[config.mk]
export PLATFORM = sky130hd
export DESIGN_NAME = hcb_ctrl
export DESIGN_NICKNAME = d
export VERILOG_FILES = /design/src/sv/hcb_pkg.sv /design/src/sv/hcb_ctrl.sv
export SDC_FILE = /design/constraint.sdc
export NUM_CORES = 1
export LEC_CHECK = 0
export BUFFER_PORTS_ARGS = -buffer_cell sky130_fd_sc_hd__buf_2
export CAP_MARGIN = 25
export CORE_AREA = 2 2 39 41
export CTS_CLUSTER_DIAMETER = 100
export CTS_CLUSTER_SIZE = 25
export DETAILED_ROUTE_END_ITERATION = 10
export DIE_AREA = 0 0 41 43
export PLACE_DENSITY = 0.55
export SYNTH_ARGS = -nofsm -noshare
export SYNTH_HDL_FRONTEND = slang
export SYNTH_SLANG_ARGS = --single-unit
[constraint.sdc]
create_clock -name clk -period 2 [get_ports clk]
set_clock_uncertainty 0.15 [all_clocks]
set_input_delay 0.4 -clock clk [delete_from_list [all_inputs] [get_ports clk]]
set_output_delay 0.4 -clock clk [all_outputs]
set_load 0.02 [all_outputs]
[src/sv/hcb_pkg.sv]
// ----------------------------------------------------------------------------
// hcb_pkg
// Shared types and constants of the code builder: beat payloads and the
// command and status groups between controller and datapath.
// ----------------------------------------------------------------------------
`default_nettype none

package hcb_pkg;

    // key of every internal node, the '$' character
    localparam logic [7:0] INNER_KEY = 8'h24;

    typedef struct packed {
        logic [7:0]  symbol;
        logic [23:0] frequency;
        logic        last_symbol;
    } item_t;

    typedef struct packed {
        logic [5:0]  symbol_index;
        logic [5:0]  code_length;
        logic [63:0] code_bits;
        logic        last_code;
    } code_t;

    typedef struct packed {
        logic load;
        logic build_init;
        logic scan;
        logic merge;
        logic path_init;
        logic path_rd;
        logic path_wl;
        logic path_wr;
        logic out_rd;
        logic out_load;
    } cmd_t;

    typedef struct packed {
        logic scan_done;
        logic merges_done;
        logic path_done;
        logic out_taken;
        logic out_last;
    } status_t;

endpackage

`default_nettype wire

[src/sv/hcb_ctrl.sv]
// ----------------------------------------------------------------------------
// hcb_ctrl
// Sequencer of the code builder: load, scan and merge rounds, code path
// propagation from the root, and result delivery.
// ----------------------------------------------------------------------------
`default_nettype none

module hcb_ctrl (
    input  wire logic          clk,
    input  wire logic          rst_n,
    input  wire logic          item_valid,
    input  wire logic          item_last,
    output logic               item_ready,
    input  hcb_pkg::status_t   status,
    output hcb_pkg::cmd_t      cmd
);
    import hcb_pkg::*;

    localparam logic [3:0] S_LOAD  = 4'd0;
    localparam logic [3:0] S_BINIT = 4'd1;
    localparam logic [3:0] S_SCHK  = 4'd2;
    localparam logic [3:0] S_SCAN  = 4'd3;
    localparam logic [3:0] S_MERGE = 4'd4;
    localparam logic [3:0] S_PINIT = 4'd5;
    localparam logic [3:0] S_PCHK  = 4'd6;
    localparam logic [3:0] S_PRD   = 4'd7;
    localparam logic [3:0] S_PWL   = 4'd8;
    localparam logic [3:0] S_PWR   = 4'd9;
    localparam logic [3:0] S_ORD   = 4'd10;
    localparam logic [3:0] S_OLD   = 4'd11;
    localparam logic [3:0] S_OWAIT = 4'd12;

    logic [3:0] state_reg, state_next;

    // next state and commands
    always_comb
    begin
        state_next = state_reg;
        cmd        = '0;
        item_ready = 1'b0;
        unique case (state_reg)
            S_LOAD:
            begin
                item_ready = 1'b1;
                cmd.load   = item_valid;
                if (item_valid && item_last)
                    state_next = S_BINIT;
            end
            S_BINIT:
            begin
                cmd.build_init = 1'b1;
                state_next     = S_SCHK;
            end
            S_SCHK:
            begin
                state_next = status.merges_done ? S_PINIT : S_SCAN;
            end
            S_SCAN:
            begin
                cmd.scan = 1'b1;
                if (status.scan_done)
                    state_next = S_MERGE;
            end
            S_MERGE:
            begin
                cmd.merge  = 1'b1;
                state_next = S_SCHK;
            end
            S_PINIT:
            begin
                cmd.path_init = 1'b1;
                state_next    = S_PCHK;
            end
            S_PCHK:
            begin
                state_next = status.path_done ? S_ORD : S_PRD;
            end
            S_PRD:
            begin
                cmd.path_rd = 1'b1;
                state_next  = S_PWL;
            end
            S_PWL:
            begin
                cmd.path_wl = 1'b1;
                state_next  = S_PWR;
            end
            S_PWR:
            begin
                cmd.path_wr = 1'b1;
                state_next  = S_PCHK;
            end
            S_ORD:
            begin
                cmd.out_rd = 1'b1;
                state_next = S_OLD;
            end
            S_OLD:
            begin
                cmd.out_load = 1'b1;
                state_next   = S_OWAIT;
            end
            S_OWAIT:
            begin
                if (status.out_taken)
                    state_next = status.out_last ? S_LOAD : S_ORD;
            end
            default:
            begin
                state_next = S_LOAD;
            end
        endcase
    end

    always_ff @(posedge clk or negedge rst_n)
    begin
        if (!rst_n)
            state_reg <= S_LOAD;
        else
            state_reg <= state_next;
    end

endmodule

`default_nettype wire
==> metrics, run 1 <==
Crit. End Element output port; slowest CP cell dfrtp_2; number of synthesized flops with an enable pin 0; Final min period 1900 ps; TritonCTS clock tree yes; n_diodes 0; static leakage 0.276 nW; clock transition at the registers of the reported paths ~30 ps; post-route ant nets 0; layout cells sized above 1 a little under half; post-synthesis register bit count 4; vias per inst 5.11; Die H 43 um; Slew headroom a little over 80%; Mapped Avg Cell Area between 7 and 8 sq um; Netlist cell types 25; critical path arrival 1350 ps; CP startpoint kind register; fillers around 150; gr usage total 12.9%; Critical Path RT ~1500 ps; min-delay worst type input pin to register; full die area 1760 sq um; count of final setup violators 0; highest clock rate 527 MHz; top_reg_cell synth dfrtp_1; DRC viols 0; setup TNS 0 ps; Cell Pwr Density about 1500 nW/um^2; Starting Density between 20 and 30%; core area 1380 sq um; FP Rows 14; WP buf/inv 2; RD Place Congestion 0.746; Port Buffer Count 19; Worst Path Max Fanout 9; total wire length 991 um; met1 capacity usage during global routing 15.7%; vias in the first global route 388; routing usage on met3 7.85%; Syn Nets 63; met2 Use GR around 17%; status completed; antenna violations before repair 0; router iterations before antenna repair 4; final hold violations 0; Final Cell Area 579 sq um; total power 879 uW; clk root buf clkbuf_4; DIE WIDTH 41 um; Worst VDD drop 0.672 mV; busiest grt layer met2; yosys warns 0; Mapped Area around 400 sq um; cell count after synthesis 54; Seq/Total Area, Yosys 24.5%; DP HPWL around 750 um; Area Overhead vs Synth 41.6%; placed instance area 522 sq um; max reg flops 4; Routed wire per std cell around 11 um; kind of critical path register to output port; crit path cell chain buf_4 -> nand2b_1 -> nor3_2 -> buf_2; global-route wire length before repair 1500 um; CTS HTree Levels 1; Synth async-reset ratio 100%; Clock Path Buffers 2; period utilisation layout a little over nine tenths; IO Pins 20; pin count of the biggest net entering global routing 16; Sink Count 4; routed via count 470; CP max stage delay 440 ps; Worst-Margin Slew around 270 ps; cts bufs inserted 3; max-cap violations 0; CP delay by family, top flip-flops; Slew Viols, Final 0; grt total ovfl 0; Clk Latency, worst-skew pair 240 ps; initial DRC count 8; RSZ-0062 raised after global routing no; final net count 87
[synthesized netlist by cell type, types with 2 or more instances]
cell type	count	area, sq um
a21boi_0	2	15.0
a21oi_1	3	15.0
buf_2	5	25.0
dfrtp_1	4	100
nand2_1	5	18.8
nand2b_1	4	25.0
nor2_1	8	30.0
nor3_1	4	20.0
o21ai_1	3	15.0
[path summary, 6_finish.rpt]
| kind | startpoint | slack, ps | cells after the start | end |
|---|---|---|---|---|
| min in group asynchronous | rst_n | 370 | 2 | state_reg[0]$_DFFE_PN0P_ |
| worst min-delay path | status[4] | 300 | 3 | state_reg[1]$_DFFE_PN0P_ |
| worst max-delay path | state_reg[1]$_DFFE_PN0P_ | 100 | 4 | cmd[8] |
| worst min register to register | state_reg[2]$_DFFE_PN0P_ | 610 | 2 | state_reg[1]$_DFFE_PN0P_ |
| max in group asynchronous | rst_n | 1190 | 2 | state_reg[2]$_DFFE_PN0P_ |
| worst max register to register | state_reg[1]$_DFFE_PN0P_ | 440 | 5 | state_reg[3]$_DFFE_PN0P_ |
[metrics by stage]
| stage | util, % | setup WS [ps] | cells | hold WS [ps] |
|---|---|---|---|---|
| 2_1_floorplan | - | 71.2 | 54 | -45.6 |
| 3_3_place_gp | 37.7 | 285 | 87 | 62.8 |
| 3_5_place_dp | 37.7 | 295 | 87 | 63.2 |
| 4_1_cts | 40.1 | 37.7 | 91 | 296 |
| 5_1_grt | 41.9 | 0.175 | 92 | 297 |
| 6_report | 41.9 | 102 | 92 | 295 |
[final cells by class]
type / instances / area, sq um / share of cell area, %
Tap cell: 16 / 20.0 / 3.46
Sequential cell: 4 / 104 / 17.9
Multi-Input combinational cell: 45 / 298 / 51.4
Clock buffer: 3 / 22.5 / 3.89
Timing Repair Buffer: 24 / 135 / 23.3
[routing by layer]
layer | wire length (um) | up-vias
met3 | 48 | 3
li1 | - | 243
met5 | 0 | -
met4 | 8 | 0
met2 | 488 | 12
met1 | 445 | 212
[where the power goes]
| part | switching (mW) | internal, mW |
|---|---|---|
| Sequential | 0.0805 | 0.122 |
| Combinational | 0.317 | 0.260 |
| Clock | 0.0319 | 0.0670 |
[what timing repair did]
item,CTS,global route
hold endpoints to repair,4,0
resized for setup,0,5
setup buffers,0,1
hold buffers,1,0
endpoints found under the setup margin,0,6
[cells by family after synthesis]
group,count (synthesis),share of synthesized area (%)
flops,4,24.5
compound gates,16,28.1
buf+inv,5,6.12
mux,1,2.75
simple gates,28,38.5
[cell usage in the layout (no fill, tap or decap), types with 2 or more instances in the layout]
cell	instances
nor2_1	8
buf_2	19
a21oi_1	3
nand2b_1	4
nand2_1	5
o21ai_1	3
dfrtp_2	3
clkbuf_4	3
buf_4	4
a21boi_0	2
nor3_1	3
[tightest hold or removal path: cells and delay by family]
kind                   cells  cell delay [ps]
buffers and inverters      1               80
AND/OR/NAND/NOR            2              170
(Power assumes the default switching activity.)
==> run 2: changes to the inputs <==
- CORE_AREA: 2 2 39 41 -> 4 4 41 43
- DIE_AREA: 0 0 41 43 -> 0 0 45 47
==> run 2 against run 1 <==
Compared with the run above: sequential power down 12%; non-clock buffer count is 1 higher; sequential cell count stayed put; clock power decreased by 1%; first-iteration DRC count stayed put; die area rose by 20%; combinational power up 3.6%; setup slack got worse by 13 ps; fmax decreased by 0.69%; critical endpoint is now cmd[1]; worst hold slack improved by 6.6 ps; register-to-register slack about the same; final cell count unchanged.
==> metrics, run 2 (synthesis results as in run 1) <==
status completed; total wire length 1040 um; Sink Count 4; vias in the first global route between 400 and 500; switching part of the total 48.7%; fin util between 40% and 50%; highest clock rate 523 MHz; FF+latch area around 100 sq um; sequential power share 20.5%; layout cells sized above 1 41.6%; Routed wire per std cell 11.3 um; Die H 47 um; max reg flops 4; router iterations before antenna repair 2; Slew Viols, Final 0; Worst-Margin Slew 351 ps; DIE WIDTH 45 um; Slew headroom 76.6%; count of final setup violators 0; FP Rows 13; setup TNS 0 ps; initial DRC count 8; clock transition at the registers of the reported paths 40 ps; vias per inst slightly below 5; post-route ant nets 0; RD Place Congestion 0.710; most frequent cells in the layout 19 x buf_2, 8 x nor2_1, 5 x nand2_1, 5 x buf_4; IO Pins 20; Port Buffer Count 19; period utilisation layout 95.6%; final hold violations 0; n_diodes 0; commonest non-fill, non-tap cell in the layout buf_2; RSZ-0062 raised after global routing no; grt total ovfl 0; CP startpoint kind register; gr usage total ~11%; routed via count 448; Cell Pwr Density ~1500 nW/um^2; static leakage 0.283 nW; Final Cell Area slightly below 600 sq um; internal power 449 uW; TritonCTS clock tree yes; Multi-input gate area around 290 sq um; antenna violations before repair 0; Area Overhead vs Synth 41.0%; core area around 1300 sq um; Clock Path Buffers 2; placed instance area ~540 sq um; Worst Path Max Fanout 10; Final min period 1910 ps; Combinational Power Share between 60 and 70%; Starting Density 31.4%; full die area 2120 sq um; Crit. End Element output port; Critical Path RT 1450 ps; kind of critical path register to output port; DP HPWL 838 um; fillers about 150; global-route wire length before repair 1680 um; DRC viols 0; min-delay worst type input pin to register; setup bufs post-CTS 0; clk root buf clkbuf_4; CTS HTree Levels 1; max-cap violations 0; critical path arrival 1360 ps; final net count 88; Clk Latency, worst-skew pair roughly 230 ps; cts bufs inserted 3; pin count of the biggest net entering global routing 15; Worst VDD drop 0.834 mV; clock power share 11.2%; switching pwr between 400 and 500 uW
run 2: critical path, stage by stage, from the launching register on:
cell and delay [ps]:
dfrtp_1 480, nand2b_1 250, nor3b_1 200, buf_2 190
run 2: layout make-up:
type / count / area share, %
Clock buffer: 3 / 3.90
Multi-Input combinational cell: 45 / 50.8
Sequential cell: 4 / 17.4
Tap cell: 15 / 3.25
Timing Repair Buffer: 25 / 24.7
run 2: metal layers:
layer  up-vias  wire, um  track usage (%)
li1        244         -                -
met1       196       496             14.4
met2         8       501             15.5
met3         0        41             4.98
met4         0         0             3.51
met5         -         0                0
run 2: stage by stage:
stage / power, mW / setup WS (ps) / hold slack, ps / instances
detailed placement: 0.761 / 300 / 58.7 / 88
global placement: 0.760 / 319 / 57.6 / 88
CTS: 0.865 / 38.2 / 296 / 92
finish: 0.875 / 88.9 / 302 / 92
global route: 0.958 / 15.0 / 289 / 92
floorplan: 0.595 / 71.2 / -45.6 / 54
run 2: power groups by stage:
stage | Sequential, mW | Clock [mW] | Combinational, mW
finish | 0.179 | 0.0976 | 0.598
global route | 0.184 | 0.110 | 0.664
CTS | 0.168 | 0.102 | 0.595
detailed placement | 0.169 | 0 | 0.592
global placement | 0.169 | 0 | 0.592
floorplan | 0.157 | 0 | 0.438
run 2: worst paths after layout:
| check | end | cells past startpoint | from | slack [ps] |
|---|---|---|---|---|
| setup / recovery | cmd[1] | 3 | state_reg[2]$_DFFE_PN0P_ | 90 |
| min in group asynchronous | state_reg[3]$_DFFE_PN0P_ | 2 | rst_n | 350 |
| hold / removal | state_reg[1]$_DFFE_PN0P_ | 3 | status[4] | 300 |
| setup reg to reg | state_reg[3]$_DFFE_PN0P_ | 5 | state_reg[0]$_DFFE_PN0P_ | 430 |
| hold reg to reg | state_reg[0]$_DFFE_PN0P_ | 3 | state_reg[0]$_DFFE_PN0P_ | 620 |
| max in group asynchronous | state_reg[1]$_DFFE_PN0P_ | 2 | rst_n | 1230 |
run 2: what timing repair did:
item	CTS	global route
hold endpoints to repair	4	0
hold buffers	1	0
resized for setup	0	1
endpoints found under the setup margin	0	1
